==> config.mk <==
export PLATFORM = sky130hd
export DESIGN_NAME = sensor_link_crc_receiver
export DESIGN_NICKNAME = d
export VERILOG_FILES = /design/src/slcr_pkg.sv /design/src/slcr_stack.sv /design/src/sensor_link_crc_receiver.sv
export SDC_FILE = /design/constraint.sdc
export NUM_CORES = 1
export LEC_CHECK = 0
export CAP_MARGIN = 25
export CORE_MARGIN = 1.5
export CORE_UTILIZATION = 40
export DETAILED_ROUTE_END_ITERATION = 6
export DONT_BUFFER_PORTS = 1
export PLACE_DENSITY_LB_ADDON = 0.25
export SYNTH_ARGS = -nofsm -noshare
export SYNTH_HDL_FRONTEND = slang
export SYNTH_SLANG_ARGS = --single-unit
==> constraint.sdc <==
create_clock -name i_clk -period 5.65 [get_ports i_clk]
set_input_delay 0.8475 -clock i_clk [delete_from_list [all_inputs] [get_ports i_clk]]
set_output_delay 0.8475 -clock i_clk [all_outputs]
set_load 0.01 [all_outputs]
==> src/slcr_pkg.sv <==
// ----------------------------------------------------------------------------
// slcr_pkg
// Shared types, codes and CRC helpers for the sensor link CRC receiver.
// ----------------------------------------------------------------------------
package slcr_pkg;

    localparam logic [7:0] POLY       = 8'hD4;
    localparam logic [7:0] CLASS_MASK = 8'hE0;
    localparam logic [7:0] CLASS_LOG  = 8'h20;
    localparam logic [7:0] CLASS_ACK  = 8'h40;
    localparam logic [7:0] CLASS_RPT  = 8'h60;

    typedef enum logic [1:0] {
        STK_NONE,
        STK_PUSH,
        STK_POP,
        STK_REPLACE
    } t_stack_op;

    typedef struct packed {
        t_stack_op  op;
        logic [7:0] data;
    } t_stack_cmd;

    function automatic logic [7:0] crc_step(input logic [7:0] c);
        logic [7:0] t;
        t = c[7] ? (c ^ POLY) : c;
        return {t[6:0], 1'b0};
    endfunction

    function automatic logic [7:0] crc3(input logic [7:0] v);
        logic [7:0] c;
        c = v;
        for (int i = 0; i < 3; i++) begin
            c = crc_step(c);
        end
        return c >> 3;
    endfunction

    function automatic logic [7:0] coded(input logic [7:0] v);
        return crc3(v) | (v & CLASS_MASK);
    endfunction

    // Seed with the top byte, shift the command in MSB first, then three zeros.
    function automatic logic crc11_pass(input logic [7:0] cmd, input logic [7:0] top);
        logic [7:0] c;
        logic [7:0] p;
        c = top;
        p = cmd;
        for (int i = 0; i < 11; i++) begin
            c    = crc_step(c);
            c[0] = p[7];
            p    = {p[6:0], 1'b0};
        end
        return (c[7:3] == 5'd0);
    endfunction

endpackage

==> src/slcr_stack.sv <==
// ----------------------------------------------------------------------------
// slcr_stack
// Byte stack with the top two entries cached in registers and the rest in a
// memory with registered read data.
// ----------------------------------------------------------------------------
module slcr_stack #(
    parameter int DEPTH = 64
) (
    input  logic                i_clk,
    input  logic                i_rst_n,
    input  logic                i_en,
    input  slcr_pkg::t_stack_cmd i_cmd,
    output logic [7:0]          o_top
);

    localparam int CW = $clog2(DEPTH + 1);
    localparam int AW = $clog2(DEPTH);

    logic [7:0]    r_mem [DEPTH];
    logic [7:0]    r_mem_q;
    logic [CW-1:0] r_count, n_count;
    logic [7:0]    r_top, n_top;
    logic [7:0]    r_below, n_below;
    logic          r_below_sel, n_below_sel;

    logic          w_we, w_re;
    logic [AW-1:0] w_waddr, w_raddr;
    logic [CW-1:0] w_cm1, w_cm3;
    logic [7:0]    w_below;
    logic          w_empty, w_full;

    // The entry below the top comes from the memory right after a pop.
    assign w_below = r_below_sel ? r_mem_q : r_below;
    assign w_empty = (r_count == '0);
    assign w_full  = (r_count == CW'(DEPTH));
    assign w_cm1   = r_count - CW'(1);
    assign w_cm3   = r_count - CW'(3);
    assign w_raddr = w_cm3[AW-1:0];
    assign o_top   = w_empty ? 8'h00 : r_top;

    always_comb begin
        n_count     = r_count;
        n_top       = r_top;
        n_below     = r_below;
        n_below_sel = r_below_sel;
        w_we        = 1'b0;
        w_re        = 1'b0;
        w_waddr     = w_cm1[AW-1:0];
        if (i_en) begin
            n_below     = w_below;
            n_below_sel = 1'b0;
            case (i_cmd.op)
                slcr_pkg::STK_PUSH: begin
                    w_we  = 1'b1;
                    n_top = i_cmd.data;
                    if (w_full) begin
                        // overwrite the top, depth unchanged
                        w_waddr = AW'(DEPTH - 1);
                    end else begin
                        w_waddr = r_count[AW-1:0];
                        n_below = r_top;
                        n_count = r_count + CW'(1);
                    end
                end
                slcr_pkg::STK_POP: begin
                    if (!w_empty) begin
                        n_count     = w_cm1;
                        n_top       = w_below;
                        n_below_sel = 1'b1;
                        w_re        = (r_count >= CW'(3));
                    end
                end
                slcr_pkg::STK_REPLACE: begin
                    if (!w_empty) begin
                        w_we  = 1'b1;
                        n_top = i_cmd.data;
                    end
                end
                default: begin
                end
            endcase
        end
    end

    always_ff @(posedge i_clk) begin
        if (w_we) begin
            r_mem[w_waddr] <= i_cmd.data;
        end
        if (w_re) begin
            r_mem_q <= r_mem[w_raddr];
        end
    end

    always_ff @(posedge i_clk) begin
        if (!i_rst_n) begin
            r_count     <= '0;
            r_below_sel <= 1'b0;
        end else begin
            r_count     <= n_count;
            r_below_sel <= n_below_sel;
        end
        r_top   <= n_top;
        r_below <= n_below;
    end

endmodule

==> src/sensor_link_crc_receiver.sv <==
// ----------------------------------------------------------------------------
// sensor_link_crc_receiver
// Checks sensor link bytes, keeps a byte stack and writes logged bytes out.
// ----------------------------------------------------------------------------
// Takes one received byte per clock unless stalled and returns one result per
// byte, passed through the input register and then the result register. Data
// bytes are pushed on the stack; command bytes are checked with the 11-bit CRC
// against a data byte on the stack top, else with the 3-bit CRC, and may pop,
// log, acknowledge or request a repeat. The stack top and the entry below it
// sit in registers, the deeper entries in a single-port memory with registered
// read, so a pop reads the refill in the same cycle; the next byte may follow.
// Stalls on the result side hold the input side through the input register.
module sensor_link_crc_receiver #(
    parameter int STACK_DEPTH = 64,
    parameter int LOG_DEPTH   = 2048
) (
    input  logic        i_clk,
    input  logic        i_rst_n,
    input  logic        i_valid,
    output logic        o_stall,
    input  logic [7:0]  i_rx_byte,
    output logic        o_valid,
    input  logic        i_stall,
    output logic        o_reply_valid,
    output logic [7:0]  o_reply_byte,
    output logic        o_log_write,
    output logic [10:0] o_log_addr,
    output logic [7:0]  o_log_data,
    output logic        o_log_full
);

    localparam int LPW = $clog2(LOG_DEPTH + 1);

    logic           r_in_valid;
    logic [7:0]     r_rx;
    logic           r_out_valid;
    logic           r_reply_valid, n_reply_valid;
    logic [7:0]     r_reply_byte, n_reply_byte;
    logic           r_log_write, n_log_write;
    logic [10:0]    r_log_addr, n_log_addr;
    logic [7:0]     r_log_data, n_log_data;
    logic           r_log_full, n_log_full;
    logic [LPW-1:0] r_log_ptr, n_log_ptr;

    logic                 w_adv;
    logic [7:0]           w_top;
    logic [7:0]           w_cls;
    logic [LPW+10:0]      w_ptr_ext;
    slcr_pkg::t_stack_cmd w_cmd;

    assign w_adv   = r_in_valid && (!r_out_valid || !i_stall);
    assign o_stall = r_in_valid && !w_adv;
    assign w_cls   = r_rx & slcr_pkg::CLASS_MASK;
    assign w_ptr_ext = {11'd0, r_log_ptr};

    slcr_stack #(
        .DEPTH (STACK_DEPTH)
    ) u_stack (
        .i_clk   (i_clk),
        .i_rst_n (i_rst_n),
        .i_en    (w_adv),
        .i_cmd   (w_cmd),
        .o_top   (w_top)
    );

    always_comb begin
        w_cmd.op      = slcr_pkg::STK_NONE;
        w_cmd.data    = r_rx;
        n_reply_valid = 1'b0;
        n_reply_byte  = 8'h00;
        n_log_write   = 1'b0;
        n_log_addr    = 11'd0;
        n_log_data    = 8'h00;
        n_log_full    = 1'b0;
        n_log_ptr     = r_log_ptr;
        if (r_rx[7]) begin
            w_cmd.op = slcr_pkg::STK_PUSH;
        end else if (w_top[7]) begin
            if (slcr_pkg::crc11_pass(r_rx, w_top)) begin
                if (w_cls == slcr_pkg::CLASS_LOG) begin
                    if (r_log_ptr < LPW'(LOG_DEPTH)) begin
                        n_log_write = 1'b1;
                        n_log_addr  = w_ptr_ext[10:0];
                        n_log_data  = w_top;
                        n_log_ptr   = r_log_ptr + LPW'(1);
                    end else begin
                        n_log_full = 1'b1;
                    end
                    // pop the logged byte and push the ack marker
                    w_cmd.op      = slcr_pkg::STK_REPLACE;
                    w_cmd.data    = slcr_pkg::CLASS_ACK;
                    n_reply_valid = 1'b1;
                    n_reply_byte  = slcr_pkg::coded(slcr_pkg::CLASS_ACK);
                end
            end else begin
                w_cmd.op      = slcr_pkg::STK_POP;
                n_reply_valid = 1'b1;
                n_reply_byte  = slcr_pkg::coded(slcr_pkg::CLASS_RPT);
            end
        end else if (slcr_pkg::crc3(r_rx) == 8'h00) begin
            if (w_cls == slcr_pkg::CLASS_ACK) begin
                w_cmd.op = slcr_pkg::STK_POP;
            end else if (w_cls == slcr_pkg::CLASS_RPT && w_top != 8'h00) begin
                n_reply_valid = 1'b1;
                n_reply_byte  = w_top;
            end
        end else begin
            n_reply_valid = 1'b1;
            n_reply_byte  = slcr_pkg::coded(slcr_pkg::CLASS_RPT);
        end
    end

    always_ff @(posedge i_clk) begin
        if (!i_rst_n) begin
            r_in_valid  <= 1'b0;
            r_out_valid <= 1'b0;
            r_log_ptr   <= '0;
        end else begin
            if (!o_stall) begin
                r_in_valid <= i_valid;
            end
            if (w_adv) begin
                r_out_valid <= 1'b1;
                r_log_ptr   <= n_log_ptr;
            end else if (!i_stall) begin
                r_out_valid <= 1'b0;
            end
        end
        if (!o_stall && i_valid) begin
            r_rx <= i_rx_byte;
        end
        if (w_adv) begin
            r_reply_valid <= n_reply_valid;
            r_reply_byte  <= n_reply_byte;
            r_log_write   <= n_log_write;
            r_log_addr    <= n_log_addr;
            r_log_data    <= n_log_data;
            r_log_full    <= n_log_full;
        end
    end

    assign o_valid       = r_out_valid;
    assign o_reply_valid = r_reply_valid;
    assign o_reply_byte  = r_reply_byte;
    assign o_log_write   = r_log_write;
    assign o_log_addr    = r_log_addr;
    assign o_log_data    = r_log_data;
    assign o_log_full    = r_log_full;

endmodule

## Word-level counts from Yosys, hierarchy flattened

Memories as Yosys holds them, arrays and structs flattened. A register that Yosys moved wholly into a read port is not among the register bits.
Cells that the tools add are included.
Widths: inputs -> output; s select.

- Bits in registers: 76
- Latch bits: 0
- RAM bits: 512
- ROM bits: 0
- Output and inout bits: 32
- Logic and storage cells: 134
- Memories kept: 1

- Add/sub/neg operators: 4
- Multipliers: 0
- Divide/modulo/power cells: 0
- $lt $le $gt $ge: 2
- Equality and inequality tests: 11
- Shift-type cells: 0
- Mux-type cells: 62
- Bitwise operators: 19
- Reduce and logical (&&, ||, !) cells: 20

Memory list:

| memory | depth | width | rd ports | clocked after memory_dff | write ports | line | RTL |
|---|---|---|---|---|---|---|---|
| u_stack.r_mem | 64 | 8 | 1 | 1 | 1 | slcr_stack.sv:19 | `logic [7:0] r_mem [DEPTH];` |

Operators with widths:

| kind | count |
|---|---|
| $mux 7 | 22 |
| $mux 8 | 10 |
| $not 3->3 | 14 |
| $pmux 8 s3 | 1 |
| $mux 1 | 18 |
| $mux 6 | 3 |
| $pmux 7 s2 | 1 |
| $add 12x1->12 const B | 1 |
| $lt 12x12->1 const B | 1 |
| $mux 10 | 1 |
| $mux 2 | 5 |
| $logic_not 8->1 | 1 |
| $reduce_and 4->1 | 2 |
| $reduce_bool 8->1 | 1 |
| $add 7x1->7 const B | 1 |
| $eq 7x7->1 const B | 1 |
| $ge 7x2->1 const B | 1 |
| $logic_not 7->1 | 1 |
| $sub 7x1->7 const B | 1 |
| $eq 3x2->1 const B | 2 |
| $ne 2x2->1 const B | 3 |
| $reduce_and 6->1 | 1 |
| $sub 6x2->6 const B | 1 |
| $logic_not 5->1 | 1 |
| 13 further kinds | 24 |

## Logic depth before layout (Yosys ltp)

Gate-level depths: netlist of run 1.

- Depth after elaboration: 33
- Gate-level depth with buffers: 21
- Gate-level depth less buffers: 17

## Cells and area by module

From an unflattened synthesis of run 1, not the netlist that was laid out.

- Cells, all modules: 1,430
- Area total of the unflattened synthesis: 25,144.1 sq um

By module, submodules not included:

| module | instances | cells an instance | area each (sq um) | sequential area each (sq um) |
|---|---|---|---|---|
| slcr_stack | 1 | 1,187 | 22,456.5 | 16,255.6 |
| sensor_link_crc_receiver | 1 | 243 | 2,687.6 | 1,361.3 |

## Least setup slack after synthesis of run 1

Ideal clock, no wire load.

- Kind: register -> register
- Start point: register u_stack.r_count[0]
- End point: memory u_stack.r_mem[0][3], data pin
- Setup time: 549 ps
- Arrival: 5,545 ps
- Slack: -444 ps
- Cell stages (with the launch flop): 19
- Path through: dfxtp_1 clkbuf_1 inv_1 ha_1 or3b_4 or2_1 buf_6 buf_4 and2_1 clkinv_1 ha_1 xor2_1 xnor3_1 nand4_1 o211ai_2 or4b_1 o21ai_2 nor3_2 a21oi_1

RTL lines:

| what | line | RTL |
|---|---|---|
| start: declaration | slcr_stack.sv:21 | `logic [CW-1:0] r_count, n_count;` |
| start signal: assignment | slcr_stack.sv:99 | `r_count <= n_count;` |
| end: declaration | slcr_stack.sv:19 |  |

## Worst setup path after layout of run 1

- Start point: register u_stack.r_count[0]
- End point: memory u_stack.r_mem[29][0] (enable)

- Longest elaborated chain between the ends: 27

RTL lines:

| what | line | RTL |
|---|---|---|
| $logic_not 7->1 | slcr_stack.sv:34 | `assign w_empty = (r_count == '0);` |
| $mux 8 | slcr_stack.sv:39 | `assign o_top = w_empty ? 8'h00 : r_top;` |
| $not 3->3 (no line) / $mux 7 (equally long branches) | n/a |  |
| $mux 7 / $not 3->3 (equally long branches) | n/a |  |
| $mux 7 | slcr_pkg.sv:27 | `t = c[7] ? (c ^ POLY) : c;` |
| $not 3->3 (no line) / $mux 7 (equally long branches) | n/a |  |
| $mux 7 / $not 3->3 (equally long branches) | n/a |  |
| $mux 7 | slcr_pkg.sv:27 |  |
| [... 11 more ...] | n/a |  |
| $mux 2 | sensor_link_crc_receiver.sv:79 | `if (slcr_pkg::crc11_pass(r_rx, w_top)) begin` |
| $mux 2 | sensor_link_crc_receiver.sv:78 | `end else if (w_top[7]) begin` |
| $mux 2 | sensor_link_crc_receiver.sv:76 | `if (r_rx[7]) begin` |
| $eq 2x2->1 / $eq 2x1->1 (equally long branches) | slcr_stack.sv:52 | `case (i_cmd.op)` |
| $pmux 1 s2 | slcr_stack.sv:52 |  |
| $mux 1 | slcr_stack.sv:49 | `if (i_en) begin` |
| $mux 1 | slcr_stack.sv:86 | `if (w_we) begin` |
| $mux 1 (not written as such) | slcr_stack.sv:87 | `r_mem[w_waddr] <= i_cmd.data;` |

Several ways; a longest one is shown, not always the timed one.

==> flow_metrics.py, run 1 <==
metrics = {
    "critical_path": {
        "critical_path_class": "flop to flop",
        "worst_path_largest_cell_delay_ns": 0.43,
        "critical_path.startpoint": "u_stack.r_count[0]$_SDFFE_PN0P_",
        "critPathRequiredTime_ns": 5.99,
        "crit_chain": "inv_1 -> ha_4 -> or3b_4 -> or2_1 -> and2_1 -> clkinv_1 -> ha_1 -> xor2_1 -> xnor3_1 -> or4_1 -> a41o_1 -> o21ai_2 -> nand4_1 -> buf_4 -> o21ai_0 -> nand3_1 -> nor2_1 -> buf_4",
        "crit_family": "simple AND/OR/NAND/NOR gates",
        "timing.critical_path.to_type": "flop",
        "slowest_stage": "sky130_fd_sc_hd__or3b_4",
        "startpoint_type": "flop",
        "path_common_cell": "sky130_fd_sc_hd__buf_4",
        "worst-endpoint-arrival_ns": 5.75,
        "r2r_start": "u_stack.r_count[0]$_SDFFE_PN0P_",
        "critical_path.max_fanout": 8,
        "worstPathBufferInverterCount": 4,
    },
    "yosys": {
        "post_synth_top_area_share_pct": 70.6,
        "netlist_area_sq_mm": 0.0243,
        "syn-num-nets": 1312,
        "ys_top_cells_by_count": "sky130_fd_sc_hd__edfxtp_1, sky130_fd_sc_hd__mux4_2, sky130_fd_sc_hd__nor2_1",
        "yosysSeqAreaShare_pct": 72.5,
        "netlist_top_cells_area": "sky130_fd_sc_hd__edfxtp_1, sky130_fd_sc_hd__mux4_2, sky130_fd_sc_hd__dfxtp_1",
        "synth.avg_cell_area_sq_um": 18.8,
        "yosys_top_cell_by_area": "sky130_fd_sc_hd__edfxtp_1",
        "number_of_flops_mapped_to_enable_cells_by_yosys": 572,
        "syn_inst": 1296,
        "yosysUniqueCellTypes": 65,
        "number_of_warnings_issued_by_yosys": 0,
        "async_reset_ff_share_pct": 0,
        "most_repeated_cell_in_the_gate_level_netlist_after_synthesis": "sky130_fd_sc_hd__edfxtp_1",
        "synth_ff_type": "sky130_fd_sc_hd__edfxtp_1",
        "ys_seq_elements": 594,
    },
    "timing": {
        "relative_max_transition_margin_pct": 30.6,
        "setup-violations-final": 0,
        "timing.final.max_slew_violations": 0,
        "max_clock_freq_mhz": 185,
        "final.period_utilization_pct": 95.9,
        "clock_skew_after_layout_ns": 0.0537,
        "worst_pin_slew_ns": 1.03,
        "post-route-worst-setup-slack_ns": 0.233,
        "fin_hold_ws_ns": 0.323,
        "final.min_clock_period_ns": 5.42,
        "timing_hold_violations_final": 0,
    },
    "power": {
        "leakage_nw": 8.73,
        "power_per_cell_area_mw_per_mm2": 347,
        "ir_drop_uv": 289,
    },
    "placement": {
        "place.detailed.hpwl_um": 34500,
        "place.gp.congestion": 0.875,
        "io_buffer_count": 0,
        "dp_worst_setup_slack_ns": 0.0856,
    },
    "floorplan": {
        "fp.dieArea_sq_mm": 0.0623,
        "die_y_um": 250,
        "die_width_um": 250,
        "coreArea_sq_mm": 0.0602,
        "io-pin-count": 44,
        "initial_core_util_pct": 40.4,
        "rows": 90,
    },
    "drt": {
        "drc": 0,
        "dr.first_iter.drc_count": 1200,
        "detailedRoute.firstPassIterationCount": 5,
        "wl_um": 55000,
        "drt-wirelength-per-cell_um": 24.7,
        "antenna_left": 0,
        "vias_per_cell": 5.48,
        "dr_total_vias": 12200,
    },
    "cells_and_area": {
        "drive_gt1_share_pct": 28.0,
        "area.growth.synth_to_final_pct": 15.4,
        "antenna_cells": 0,
        "nets": 1415,
    },
    "min_path": {
        "worstHoldPathType": "primary input to flop",
        "worst_hold_startpoint": "i_rx_byte[1]",
    },
    "global_route": {
        "groute.usage.overall_pct": 17.9,
        "vias_in_the_first_global_route": 12500,
        "grt_pass1_wl_um": 82500,
        "grt_antenna_before_repair": 0,
        "grt_start_max_net_pins": 89,
        "grt-ovfl-total": 0,
    },
    "clock_tree": {
        "clock_path_buffers": 3,
        "tritoncts": "built",
        "cts_htree_levels": 2,
        "cts_num_sinks": 594,
        "numCtsBuffers": 60,
        "clkTransAtPathRegs_ns": 0.07,
        "clock_tree.root_cell": "sky130_fd_sc_hd__clkbuf_16",
        "clkLatencyLatePin_ns": 0.65,
        "ctsHoldBuffers": 0,
    },
    "run": {
        "max_cap_viol": 0,
    },
    "outcome": {
        "run_status": "finished, final reports clean",
    },
}
## cells in the final DEF (no fill, tap or decap), types with 7 or more instances in the layout
master                       count
sky130_fd_sc_hd__inv_1          11
sky130_fd_sc_hd__dfxtp_1        21
sky130_fd_sc_hd__nand2_1        59
sky130_fd_sc_hd__xor2_1          9
sky130_fd_sc_hd__o21ai_0        28
sky130_fd_sc_hd__nand3_1        18
sky130_fd_sc_hd__nor3_1         20
sky130_fd_sc_hd__and2_1         18
sky130_fd_sc_hd__clkinvlp_4      7
sky130_fd_sc_hd__xnor2_1        21
sky130_fd_sc_hd__a21oi_1        32
sky130_fd_sc_hd__edfxtp_1      572
sky130_fd_sc_hd__bufinv_16       9
sky130_fd_sc_hd__clkinv_2       12
sky130_fd_sc_hd__mux2_2          8
sky130_fd_sc_hd__clkinv_1       17
sky130_fd_sc_hd__a31oi_1         7
sky130_fd_sc_hd__nand2b_1        8
sky130_fd_sc_hd__buf_4          96
sky130_fd_sc_hd__or3_1           8
sky130_fd_sc_hd__nand4_1        10
sky130_fd_sc_hd__mux4_2        160
sky130_fd_sc_hd__clkbuf_16      61
sky130_fd_sc_hd__mux2i_1        21
sky130_fd_sc_hd__nor2_1        109
## flip-flops by register name (all words and copies together) (netlist names)
signal,count
o_valid,1
u_stack.r_below_sel,1
r_rx,8
o_log_addr,11
u_stack.r_mem_q,8
r_log_ptr,12
u_stack.r_count,7
o_reply_byte,7
u_stack.r_below,8
o_log_full,1
r_in_valid,1
u_stack.r_top,8
o_reply_valid,1
o_log_data,7
o_log_write,1
u_stack.r_mem,512
## kinds of logic (layout without fill, tap and decap cells)
kind of cell             count (synthesis)  in the layout  share of synthesized area [%]
XOR/XNOR                                39             39                           1.77
AND/OR/NAND/NOR                        293            293                           5.73
buffers and inverters                   79            231                           1.36
AO/OA/AOI/OAI                           97             97                           2.40
other                                    1              1                         0.0154
multiplexers                           189            189                           16.1
adder cells (fa/ha/maj)                  4              4                          0.206
flip-flops                             594            594                           72.5
## report_power, final
part | internal [W] | switching (W) | total, W
Clock | 0.00239 | 0.00169 | 0.00407
Sequential | 0.00487 | 0.0000273 | 0.00489
Combinational | 0.000315 | 0.000463 | 0.000778
Total | 0.00757 | 0.00218 | 0.00974
## metrics by stage
| step | instances | instance area, sq um | TNS (ns) | util [%] | total power [W] |
|---|---|---|---|---|---|
| 2_1_floorplan | 1296 | 24300 | 0 | - | 0.00551 |
| 3_3_place_gp | 2113 | 25900 | 0 | 43.0 | 0.00576 |
| 3_5_place_dp | 2116 | 25900 | 0 | 43.0 | 0.00577 |
| 4_1_cts | 2227 | 28000 | 0 | 46.5 | 0.00984 |
| 5_1_grt | 2230 | 28100 | -0.440 | 46.6 | 0.0100 |
| 6_report | 2230 | 28100 | 0 | 46.6 | 0.00974 |
## final timing paths
| kind | endpoint | slack [ns] | depth (start not counted) |
|---|---|---|---|
| setup / recovery | u_stack.r_mem[29][0]$_DFFE_PP_ | 0.23 | 18 |
| hold / removal | r_rx[1]$_DFFE_PP_ | 0.32 | 0 |
| setup reg to reg | u_stack.r_mem[29][0]$_DFFE_PP_ | 0.23 | 18 |
| hold reg to reg | o_valid$_SDFFE_PN0P_ | 0.49 | 2 |
## worst register-to-register path, delay by kind of cell, from the launching register on
family	cells	cell delay, ns
adders and majority gates	2	0.53
and+or+nand+nor	7	2.35
buffers and inverters	4	0.69
AOI/OAI and AO/OA	3	0.76
DFF	1	0.35
xor gates and xnor gates	2	0.48
## routing by layer
metal	track usage (%)	routed length (um)	up-vias
li1	-	-	5419
met1	24.9	24100	6325
met2	28.5	25900	393
met3	3.49	3380	91
met4	6.29	1580	0
met5	0	0	-
## repair_timing
item | CTS | global route
endpoints found under the hold margin | 0 | 0
buffers inserted | 0 | 2
endpoints found under the setup margin | 0 | 192
gates resized for setup | 0 | 9
## layout make-up
type                            count  area [sq um]
Sequential cell                   594         17600
Timing Repair Buffer              105           902
Tap cell                          782           978
Multi-Input combinational cell    623          6440
Clock inverter                     47           522
Inverter                           15          56.3
Clock buffer                       64          1540
Fill cell                        4993         32200
(Power assumes the default switching activity.)
==> inputs of run 2 (changes only) <==
--- a/config.mk
+++ b/config.mk
@@ -5,6 +5,7 @@
 export SDC_FILE = /design/constraint.sdc
 export NUM_CORES = 1
 export LEC_CHECK = 0
+export ABC_AREA = 1
 export CAP_MARGIN = 25
 export CORE_MARGIN = 1.5
 export CORE_UTILIZATION = 40
==> flow_metrics.py, run 2 <==
metrics = {
    "outcome": {
        "run_status": "finished, final reports clean",
    },
    "floorplan": {
        "io-pin-count": 44,
        "rows": 91,
        "die_y_um": 253,
        "fp.dieArea_sq_mm": 0.0639,
        "coreArea_sq_mm": 0.0617,
        "die_width_um": 253,
        "initial_core_util_pct": 40.4,
    },
    "timing": {
        "final.period_utilization_pct": 92.1,
        "worst_pin_slew_ns": 1.17,
        "timing_hold_violations_final": 0,
        "totalNegativeSetupSlack_ns": 0,
        "grt_setup_unrepaired": "no",
        "clock_skew_after_layout_ns": 0.0205,
        "max_clock_freq_mhz": 192,
        "final.min_clock_period_ns": 5.20,
        "timing.final.max_slew_violations": 0,
        "setup-violations-final": 0,
        "relative_max_transition_margin_pct": 21.9,
    },
    "cells_and_area": {
        "antenna_cells": 0,
        "max_ffs_per_register": 512,
        "registers.top_by_ff_count": "u_stack.r_mem",
        "layout_common_cells": "sky130_fd_sc_hd__edfxtp_1, sky130_fd_sc_hd__nor2_1, sky130_fd_sc_hd__o21ai_0",
        "drive_gt1_share_pct": 8.57,
        "final_common_cell": "sky130_fd_sc_hd__edfxtp_1",
        "layout.cell_area.non_filler_sq_mm": 0.0277,
        "nets": 2071,
        "area.growth.synth_to_final_pct": 11.2,
    },
    "placement": {
        "place.detailed.hpwl_um": 39500,
        "io_buffer_count": 0,
        "placedInstanceArea_sq_mm": 0.0258,
        "place.gp.congestion": 0.916,
    },
    "drt": {
        "dr.first_iter.drc_count": 1910,
        "drc": 0,
        "antenna_left": 0,
        "vias_per_cell": 5.61,
        "detailedRoute.firstPassIterationCount": 5,
        "wl_um": 65900,
        "drt-wirelength-per-cell_um": 22.4,
        "dr_total_vias": 16500,
    },
    "power": {
        "ir_drop_uv": 248,
        "leakage_nw": 9.14,
        "power_per_cell_area_mw_per_mm2": 394,
    },
    "clock_tree": {
        "cts_num_sinks": 594,
        "cts_htree_levels": 2,
        "clkTransAtPathRegs_ns": 0.06,
        "post_cts_resized": 0,
        "ctsHoldBuffers": 0,
        "clock_tree.root_cell": "sky130_fd_sc_hd__clkbuf_16",
        "clkLatencyLatePin_ns": 0.64,
        "numCtsBuffers": 59,
        "tritoncts": "built",
        "clock_path_buffers": 3,
        "postCtsSetupRepairBufs": 0,
    },
    "critical_path": {
        "path_common_cell": "sky130_fd_sc_hd__nand2_2",
        "timing.critical_path.to_type": "flop",
        "worst-endpoint-arrival_ns": 5.46,
        "startpoint_type": "flop",
        "slowest_stage": "sky130_fd_sc_hd__nor2_1",
        "worst_path_largest_cell_delay_ns": 0.65,
        "critical_path_class": "flop to flop",
        "critPathRequiredTime_ns": 5.91,
        "crit_family": "simple AND/OR/NAND/NOR gates",
        "critical_path.max_fanout": 11,
        "worstPathBufferInverterCount": 3,
        "r2r_slack_ns": 0.45,
    },
    "global_route": {
        "vias_in_the_first_global_route": 16000,
        "grt-ovfl-total": 0,
        "grt_antenna_before_repair": 0,
        "groute.usage.overall_pct": 20.7,
        "grt_pass1_wl_um": 99400,
        "grt_start_max_net_pins": 261,
    },
    "yosys": {
        "netlist_area_sq_mm": 0.0250,
        "number_of_flops_mapped_to_enable_cells_by_yosys": 572,
        "ys_seq_elements": 594,
        "most_repeated_cell_in_the_gate_level_netlist_after_synthesis": "sky130_fd_sc_hd__edfxtp_1",
        "synth.avg_cell_area_sq_um": 11.9,
        "synth_ff_type": "sky130_fd_sc_hd__edfxtp_1",
        "syn_inst": 2091,
        "yosysUniqueCellTypes": 41,
        "syn-num-nets": 2107,
        "yosysSeqAreaShare_pct": 70.6,
        "netlist_top_cells_area": "sky130_fd_sc_hd__edfxtp_1, sky130_fd_sc_hd__nor2_1, sky130_fd_sc_hd__o21ai_0",
        "post_synth_top_area_share_pct": 68.8,
        "ys_top_cells_by_count": "sky130_fd_sc_hd__edfxtp_1, sky130_fd_sc_hd__nor2_1, sky130_fd_sc_hd__o21ai_0",
        "async_reset_ff_share_pct": 0,
        "yosys_top_cell_by_area": "sky130_fd_sc_hd__edfxtp_1",
        "number_of_warnings_issued_by_yosys": 0,
    },
    "min_path": {
        "worstHoldPathType": "primary input to flop",
    },
    "run": {
        "max_cap_viol": 0,
    },
}
## run 2: cell type report
class                   count  area [sq um]
fillers                  5652         34000
flip-flops and latches    594         17600
multi-input cells        1285          6520
clock buffers              73          1550
well taps                 837          1050
clock inverters            34           353
inverters                  90           344
repair buffers             25           308
## run 2: routing by layer
metal  global-route usage [%]  wire length (um)  vias to the layer above
met5                        0                 0                        -
met4                     6.28              1560                        0
met2                     33.3             31000                      692
met1                     29.1             28900                     8126
li1                         -                 -                     7556
met3                     2.84              4520                       97
## run 2: cells by family after synthesis
group / Yosys count / share of synthesized area [%]
XOR/XNOR: 24 / 0.842
AO/OA/AOI/OAI: 514 / 12.2
flip-flops: 594 / 70.6
buffers and inverters: 212 / 3.40
AND/OR/NAND/NOR: 742 / 12.7
other: 1 / 0.0150
adder cells (fa/ha/maj): 4 / 0.201
## run 2: final timing paths
kind	cells after the start	endpoint	from
min reg2reg	2	r_log_ptr[9]$_SDFFE_PN0P_	r_log_ptr[9]$_SDFFE_PN0P_
max	28	u_stack.r_mem[19][4]$_DFFE_PP_	u_stack.r_count[2]$_SDFFE_PN0P_
min	0	r_rx[6]$_DFFE_PP_	i_rx_byte[6]
max reg2reg	28	u_stack.r_mem[19][4]$_DFFE_PP_	u_stack.r_count[2]$_SDFFE_PN0P_
## run 2: report_power, final
part / internal [W] / switching, W
Clock: 0.00222 / 0.00166
Combinational: 0.000587 / 0.00152
Sequential: 0.00491 / 0.0000299
Total: 0.00771 / 0.00321
## run 2: worst register-to-register path, delay by kind of cell (launching register included)
family | cells | cell delay (ns)
adder cells (fa/ha/maj) | 1 | 0.34
buffers and inverters | 3 | 0.38
flip-flops | 1 | 0.61
AND/OR/NAND/NOR | 23 | 3.32
AO/OA/AOI/OAI | 1 | 0.15
## run 2: through the flow
| stage | worst slack (ns) | power [W] | util, % | std cells | hold WS [ns] |
|---|---|---|---|---|---|
| global route | 0.00320 | 0.0113 | 45.0 | 2938 | 0.286 |
| floorplan | 0.404 | 0.00650 | - | 2091 | 0.445 |
| CTS | 0.443 | 0.0110 | 45.0 | 2938 | 0.276 |
| global placement | 0.647 | 0.00707 | 41.8 | 2830 | 0.457 |
| finish | 0.448 | 0.0109 | 45.0 | 2938 | 0.307 |
| detailed placement | 0.479 | 0.00711 | 41.9 | 2831 | 0.457 |
